--- config.mk ---
export PLATFORM = sky130hd
export DESIGN_NAME = rme_cell
export DESIGN_NICKNAME = d
export VERILOG_FILES = /design/src/rme_pkg.sv /design/src/rme_cell.sv
export SDC_FILE = /design/constraint.sdc
export NUM_CORES = 1
export LEC_CHECK = 0
export BUFFER_PORTS_ARGS = -buffer_cell sky130_fd_sc_hd__buf_2
export CORE_MARGIN = 2
export CORE_UTILIZATION = 50
export DETAILED_ROUTE_END_ITERATION = 12
export GPL_ROUTABILITY_DRIVEN = 0
export GPL_TIMING_DRIVEN = 0
export PLACE_DENSITY = 0.87
export SETUP_SLACK_MARGIN = 0.1
export SYNTH_ARGS = -nofsm -noshare
export SYNTH_HDL_FRONTEND = slang
export SYNTH_SLANG_ARGS = --single-unit
--- constraint.sdc ---
create_clock -name clk -period 6.81 [get_ports clk]
set_clock_uncertainty 0.15 [all_clocks]
set_input_delay 1.0215 -clock clk [delete_from_list [all_inputs] [get_ports clk]]
set_output_delay 1.0215 -clock clk [all_outputs]
set_load 0.03 [all_outputs]
--- src/rme_pkg.sv ---
// Shared types and constants for the running median extract unit.
`timescale 1ns / 1ps

package rme_pkg;

    localparam int CAPACITY = 64;
    localparam int VALUE_W  = 32;
    localparam int FUNC_W   = 2;
    localparam int CNT_W    = $clog2(CAPACITY + 1);
    localparam int IDX_W    = $clog2(CAPACITY);

    typedef logic signed [VALUE_W-1:0] value_t;
    typedef logic [CNT_W-1:0]          count_t;
    typedef logic [IDX_W-1:0]          index_t;

    typedef enum logic [FUNC_W-1:0] {
        FUNC_INSERT  = 2'd0,
        FUNC_EXTRACT = 2'd1,
        FUNC_CLEAR   = 2'd2
    } func_t;

    // Broadcast from the top level to every cell of the array.
    typedef struct packed {
        logic   ins_en;
        logic   ext_en;
        value_t ins_value;
    } cell_ctrl_t;

endpackage

--- src/rme_cell.sv ---
// One storage cell of the sorted array, with its local insert and shift logic.
`timescale 1ns / 1ps

module rme_cell (
    input  logic                clk,
    input  rme_pkg::cell_ctrl_t ctrl,
    input  logic                occupied,
    input  logic                shift_sel,
    input  logic                left_move,
    input  rme_pkg::value_t     left_value,
    input  rme_pkg::value_t     right_value,
    output logic                move,
    output rme_pkg::value_t     value
);

    rme_pkg::value_t value_reg;
    rme_pkg::value_t value_next;

    // A cell moves on insert when it is empty or holds a larger value.
    assign move  = !occupied || (value_reg > ctrl.ins_value);
    assign value = value_reg;

    always_comb begin
        value_next = value_reg;
        if (ctrl.ins_en && move) begin
            value_next = left_move ? left_value : ctrl.ins_value;
        end else if (ctrl.ext_en && shift_sel) begin
            value_next = right_value;
        end
    end

    always_ff @(posedge clk) begin
        value_reg <= value_next;
    end

endmodule

==> impl_metrics.yaml, run 1 <==
worst_hold_path:
  holdCritPathClass: "primary input to flop"
  hold_path.startpoint: "right_value[9]"
  holdPathStages: 2
  hold-path-endpoint: "value[9]"
setup_path:
  worst_r2r_endpoint: "value[30]"
  rr_worst_depth: 8
  r2r_start: "value[31]"
  cp_max_fanout: 32
  required_ps: 6560
  critPathKind: "primary input to flop"
  critical_path.endpoint_type: "flop"
  timing.reg2reg.setup_slack_ps: 2870
  crit_arrival_ps: 4110
  startpoint_class_of_the_critical_path: "primary input"
routing:
  routed_wire_length_per_instance_um: 14.65
  total_number_of_vias: 2440
  drt-vias-per-instance: 5.148
  detailedRoute.firstPassIterationCount: 4
  drc: 0
  final_routed_wirelength_across_all_metal_layers_um: 6944
  drt.antenna.violating_nets: 0
  drt_initial_violations: 107
floorplan:
  die_h_um: 77.18
  placeableCoreArea_um2: 5140
  die_area_um2: 5957
  fp-row-count: 26
  ios: 135
  chipWidth_um: 77.18
  start_util: 0.5209
synth:
  yosys_warnings: 0
  synth_seq_cells: 32
  synthTopCellsByArea: "sky130_fd_sc_hd__edfxtp_1 36%, sky130_fd_sc_hd__mux2_4 16%, sky130_fd_sc_hd__ha_1 15%, sky130_fd_sc_hd__o21ai_0 6.5%, sky130_fd_sc_hd__nand2_1 5.6%"
  netlist-cell-type-count: 28
  post_synth_instance_area_um2: 2678
  post-synth-top-area-fraction: 0.3589
  postSynthAreaPerCell_um2: 10.18
  synth_top_area_cell: "sky130_fd_sc_hd__edfxtp_1"
  synthesis.instances: 263
  synth_sequential_area_ratio: 0.3589
  mappedNetlistNets: 397
layout:
  largest_register_ff_count: 32
  area_added_between_synthesis_and_finish_pct: 31.12
  diodes: 0
  finish.utilization: 0.6831
  post_route_cells_drive_above_1_share: 0.4480
  fin_nets: 537
sta:
  finalHoldViolations: 0
  period_minus_slack_ps: 4364
  relSlewSlack: 0.1097
  setup_total_negative_slack_ps: 0
  setup_viol_count_final: 0
  final-max-slew-violation-count: 0
  timing.final.crit_share: 0.6409
  clock.fmax_mhz: 229.1
  grt_setup_unrepaired: "no"
  tightestPinTransition_ps: 1335
grt:
  number_of_global_route_vias_before_repair: 2486
  grt_overflow_total: 0
  maximum_number_of_pins_on_one_net_before_global_route_repair: 33
  grt.total_usage: 0.2329
  grt_antenna_before_repair: 0
  wire_length_of_the_first_global_routing_pass_um: 11020
cts:
  cts.reportedPaths.clkPinSlew_ps: 70
  post_cts.repair.setup_buffers: 0
  h-tree-depth: 2
  clockBufferDepth: 2
  cts_buffers: 5
  clock_tree_from_tritoncts: "built"
  postCtsHoldBufs: 0
  clk_tree_root_cell: "sky130_fd_sc_hd__clkbuf_8"
  worstSkewPairLatency_ps: 280
  ctsResizeCount: 0
  cts_sinks: 32
placed_design:
  buffer_ports.inserted: 133
  detailed_place_hpwl_um: 5570
pwr:
  total_leakage_power_uw: 0.001825
  ir_worst_vdd_uv: 139.9
  power_density_over_the_cells_nw_per_um2: 248.8
outcome:
  run_status: "complete, no violations"
job:
  maxCapViolations: 0
-- logic make-up after synthesis --
logic type,share of synthesized area
fa+ha+maj,0.1495
flops,0.3589
compound gates,0.1336
mux,0.1794
buf+inv,0.07196
simple gates,0.1065
-- synth_stat cells --
master / count
sky130_fd_sc_hd__nand3_1: 3
sky130_fd_sc_hd__clkbuf_1: 6
sky130_fd_sc_hd__a21bo_2: 1
sky130_fd_sc_hd__nor3_1: 3
sky130_fd_sc_hd__mux2_2: 4
sky130_fd_sc_hd__and3_4: 1
sky130_fd_sc_hd__o21ai_0: 35
sky130_fd_sc_hd__o21ai_1: 1
sky130_fd_sc_hd__nor4_1: 1
sky130_fd_sc_hd__buf_2: 1
sky130_fd_sc_hd__o21a_1: 1
sky130_fd_sc_hd__nand2_1: 40
sky130_fd_sc_hd__nor2b_1: 1
sky130_fd_sc_hd__a221oi_1: 1
sky130_fd_sc_hd__a2bb2oi_2: 1
sky130_fd_sc_hd__o311ai_4: 1
sky130_fd_sc_hd__buf_6: 3
sky130_fd_sc_hd__or4_4: 1
sky130_fd_sc_hd__mux2_4: 29
sky130_fd_sc_hd__inv_1: 35
sky130_fd_sc_hd__o211ai_1: 2
sky130_fd_sc_hd__a21o_1: 2
sky130_fd_sc_hd__ha_1: 32
sky130_fd_sc_hd__or3_1: 1
sky130_fd_sc_hd__nand4_1: 8
sky130_fd_sc_hd__a21oi_1: 16
sky130_fd_sc_hd__edfxtp_1: 32
sky130_fd_sc_hd__nand2b_4: 1
-- area by class of cell --
class / count / area [um^2]
fillers: 431 / 1629
flip-flops and latches: 32 / 960.9
repair buffers: 133 / 665.6
inverters: 35 / 131.4
multi-input cells: 186 / 1524
clock inverters: 1 / 3.754
well taps: 70 / 87.58
plain buffers: 10 / 61.31
clock buffers: 7 / 76.32
-- per-layer routing --
metal / global-route usage / up-vias / share of wire
met5: 0 / - / 0
met1: 0.2694 / 1115 / 0.41
li1: - / 1219 / -
met3: 0.05529 / 12 / 0.056
met4: 0.07500 / 0 / 0.016
met2: 0.4209 / 94 / 0.52
-- power breakdown --
group          switching (uW)  internal (uW)  total (uW)
Sequential               24.6            282         306
Clock                    69.8           71.1         141
Combinational             248            178         426
-- worst max path at each step --
stage | startpoint | endpoint | slack, ps | cells past startpoint
floorplan | ctrl[31] | value[0] | 2760 | 9
global placement | ctrl[31] | value[9] | 2170 | 10
detailed placement | ctrl[31] | value[9] | 2110 | 10
CTS | ctrl[31] | value[15] | 2390 | 10
global route | ctrl[31] | value[17] | 2210 | 10
finish | ctrl[31] | value[30] | 2450 | 10
-- critical path: stages --
cell and delay, ps:
sky130_fd_sc_hd__buf_2 70, sky130_fd_sc_hd__inv_1 50, sky130_fd_sc_hd__ha_1 410, sky130_fd_sc_hd__nand4_1 180, sky130_fd_sc_hd__or4_4 580, sky130_fd_sc_hd__nor3_1 220, sky130_fd_sc_hd__o21ai_1 130, sky130_fd_sc_hd__o311ai_4 160
sky130_fd_sc_hd__buf_6 250, sky130_fd_sc_hd__a21o_1 1000
-- cells in the final DEF, fill, tap and decap left out, types with 2 or more instances in the layout --
cell	n
sky130_fd_sc_hd__o21ai_0	35
sky130_fd_sc_hd__edfxtp_1	32
sky130_fd_sc_hd__o211ai_1	2
sky130_fd_sc_hd__buf_6	3
sky130_fd_sc_hd__mux2_2	4
sky130_fd_sc_hd__clkbuf_8	5
sky130_fd_sc_hd__buf_2	134
sky130_fd_sc_hd__mux2_4	29
sky130_fd_sc_hd__inv_1	35
sky130_fd_sc_hd__nor3_1	3
sky130_fd_sc_hd__a21oi_1	16
sky130_fd_sc_hd__nand2_1	40
sky130_fd_sc_hd__nand3_1	3
sky130_fd_sc_hd__ha_1	32
sky130_fd_sc_hd__clkbuf_1	8
sky130_fd_sc_hd__nand4_1	8
sky130_fd_sc_hd__a21o_1	2
-- through the flow --
| step | worst slack, ps | instance area (um^2) | instances | power [uW] | hold WS, ps |
|---|---|---|---|---|---|
| after floorplan | 2756 | 2678 | 263 | 613.4 | 1089 |
| after global placement | 2165 | 3431 | 466 | 722.5 | 997.5 |
| after detailed placement | 2107 | 3431 | 466 | 738.3 | 1020 |
| after CTS | 2394 | 3511 | 474 | 878.5 | 881.2 |
| after global routing | 2212 | 3511 | 474 | 922.6 | 885.0 |
| final | 2446 | 3511 | 474 | 873.5 | 883.5 |
Note: power is estimated with default switching activity, not from simulation.
==> inputs of run 2 (changes only) <==
Settings changed: CORE_UTILIZATION 50 to 42, PLACE_DENSITY 0.87 to 0.78.
Clock period 6.81 ns to 3.55 ns, I/O delays scaled along.
==> impl_metrics.yaml, run 2 (same netlist as run 1, synthesis figures left out) <==
setup_path:
  required_ps: 2870
  r2r_start: "value[27]"
  critPathKind: "flop to primary output"
  startpoint_class_of_the_critical_path: "flop"
  critical_path.endpoint_type: "primary output"
  cp_max_fanout: 3
  worst_r2r_endpoint: "value[12]"
  timing.reg2reg.setup_slack_ps: 320
  rr_worst_depth: 9
  crit_arrival_ps: 2570
layout:
  mostFrequentLayoutCells: "134 x sky130_fd_sc_hd__buf_2, 40 x sky130_fd_sc_hd__nand2_1, 35 x sky130_fd_sc_hd__inv_1, 35 x sky130_fd_sc_hd__o21ai_0, 32 x sky130_fd_sc_hd__edfxtp_1"
  area_added_between_synthesis_and_finish_pct: 33.50
  n_fill_cell: 571
  post_route_cells_drive_above_1_share: 0.4604
  largest_register_ff_count: 32
  diodes: 0
  layout.cells.most_common: "sky130_fd_sc_hd__buf_2"
  fin_nets: 537
  finish.utilization: 0.5728
sta:
  grt_setup_unrepaired: "no"
  timing.final.crit_share: 0.9152
  setup_viol_count_final: 0
  final-max-slew-violation-count: 0
  period_minus_slack_ps: 3249
  tightestPinTransition_ps: 535.9
  finalHoldViolations: 0
  hold_ws_ps: 392.3
  relSlewSlack: 0.6394
  clock.fmax_mhz: 307.8
grt:
  maximum_number_of_pins_on_one_net_before_global_route_repair: 33
  wire_length_of_the_first_global_routing_pass_um: 11100
  grt_overflow_total: 0
  grt.total_usage: 0.1965
  number_of_global_route_vias_before_repair: 2419
  grt_antenna_before_repair: 0
placed_design:
  detailed_place_hpwl_um: 5442
  buffer_ports.inserted: 133
worst_hold_path:
  hold-path-endpoint: "value[11]"
  holdPathStages: 2
  hold_path.startpoint: "right_value[11]"
  holdCritPathClass: "primary input to flop"
outcome:
  run_status: "complete, no violations"
routing:
  total_number_of_vias: 2428
  drt.antenna.violating_nets: 0
  final_routed_wirelength_across_all_metal_layers_um: 6773
  detailedRoute.firstPassIterationCount: 4
  drt-vias-per-instance: 5.048
  drt_initial_violations: 73
  drc: 0
  routed_wire_length_per_instance_um: 14.08
floorplan:
  chipWidth_um: 83.85
  fp-row-count: 29
  start_util: 0.4290
  die_h_um: 83.85
  placeableCoreArea_um2: 6241
  ios: 135
  die_area_um2: 7030
pwr:
  power_density_over_the_cells_nw_per_um2: 491.1
  total_leakage_power_uw: 0.001838
  ir_worst_vdd_uv: 232.6
cts:
  cts_sinks: 32
  cts_buffers: 5
  h-tree-depth: 2
  cts.reportedPaths.clkPinSlew_ps: 70
  clk_tree_root_cell: "sky130_fd_sc_hd__clkbuf_8"
  clock_tree_from_tritoncts: "built"
  post_cts.repair.setup_buffers: 0
  worstSkewPairLatency_ps: 290
  clockBufferDepth: 2
  postCtsHoldBufs: 0
job:
  maxCapViolations: 0
[run 2: how the worst max path moves through the flow]
| stage | endpoint | startpoint | slack, ps |
|---|---|---|---|
| finish | move | value[27] | 300 |
| global route | move | value[27] | 160 |
| CTS | move | value[31] | 120 |
| detailed placement | value[10] | ctrl[31] | -300 |
| global placement | value[10] | ctrl[31] | -270 |
| floorplan | value[0] | value[31] | 190 |
[run 2: per-stage QoR]
step	total power, uW	setup TNS (ps)	area (um^2)	cells	setup slack, ps
detailed placement	1415	-9577	3441	473	-300.7
floorplan	1176	0	2679	263	186.2
CTS	1770	0	3561	481	123.7
global route	1865	0	3575	481	155.9
finish	1756	0	3575	481	301.0
global placement	1391	-8734	3441	473	-274.3
[run 2: timing repair]
item | 4_1_cts | 5_1_grt
pin swaps | 0 | 2
setup endpoints to repair | 33 | 33
resized for setup | 3 | 2
[run 2: layout make-up]
| cell class | instances | area (um^2) | area share |
|---|---|---|---|
| multi-input cells | 186 | 1553 | 0.4344 |
| flip-flops and latches | 32 | 960.9 | 0.2688 |
| repair buffers | 133 | 665.6 | 0.1862 |
| inverters | 35 | 131.4 | 0.03675 |
| well taps | 77 | 96.34 | 0.02695 |
| clock buffers | 5 | 68.82 | 0.01925 |
| plain buffers | 10 | 61.31 | 0.01715 |
| clock inverters | 3 | 37.54 | 0.01050 |
[run 2: where the power goes]
group	switching (uW)	internal (uW)
combinational	476	347
sequential	48.1	538
clock	142	204
total	666	1090
[run 2: critical path, stage by stage (launching register included)]
cell and delay (ps):
sky130_fd_sc_hd__edfxtp_1 390, sky130_fd_sc_hd__ha_1 340, sky130_fd_sc_hd__nand4_1 170, sky130_fd_sc_hd__or4_4 590
sky130_fd_sc_hd__nor3_2 160, sky130_fd_sc_hd__nor3_1 80, sky130_fd_sc_hd__o21a_1 190, sky130_fd_sc_hd__a21bo_2 180
sky130_fd_sc_hd__buf_2 170
[run 2: metal layers]
metal  up-vias  track usage  routed length, um
li1       1220            -                  -
met1      1112       0.2290               2827
met2        91       0.3695               3470
met3         5      0.04451                439
met4         0      0.03519                 36
met5         -            0                  0
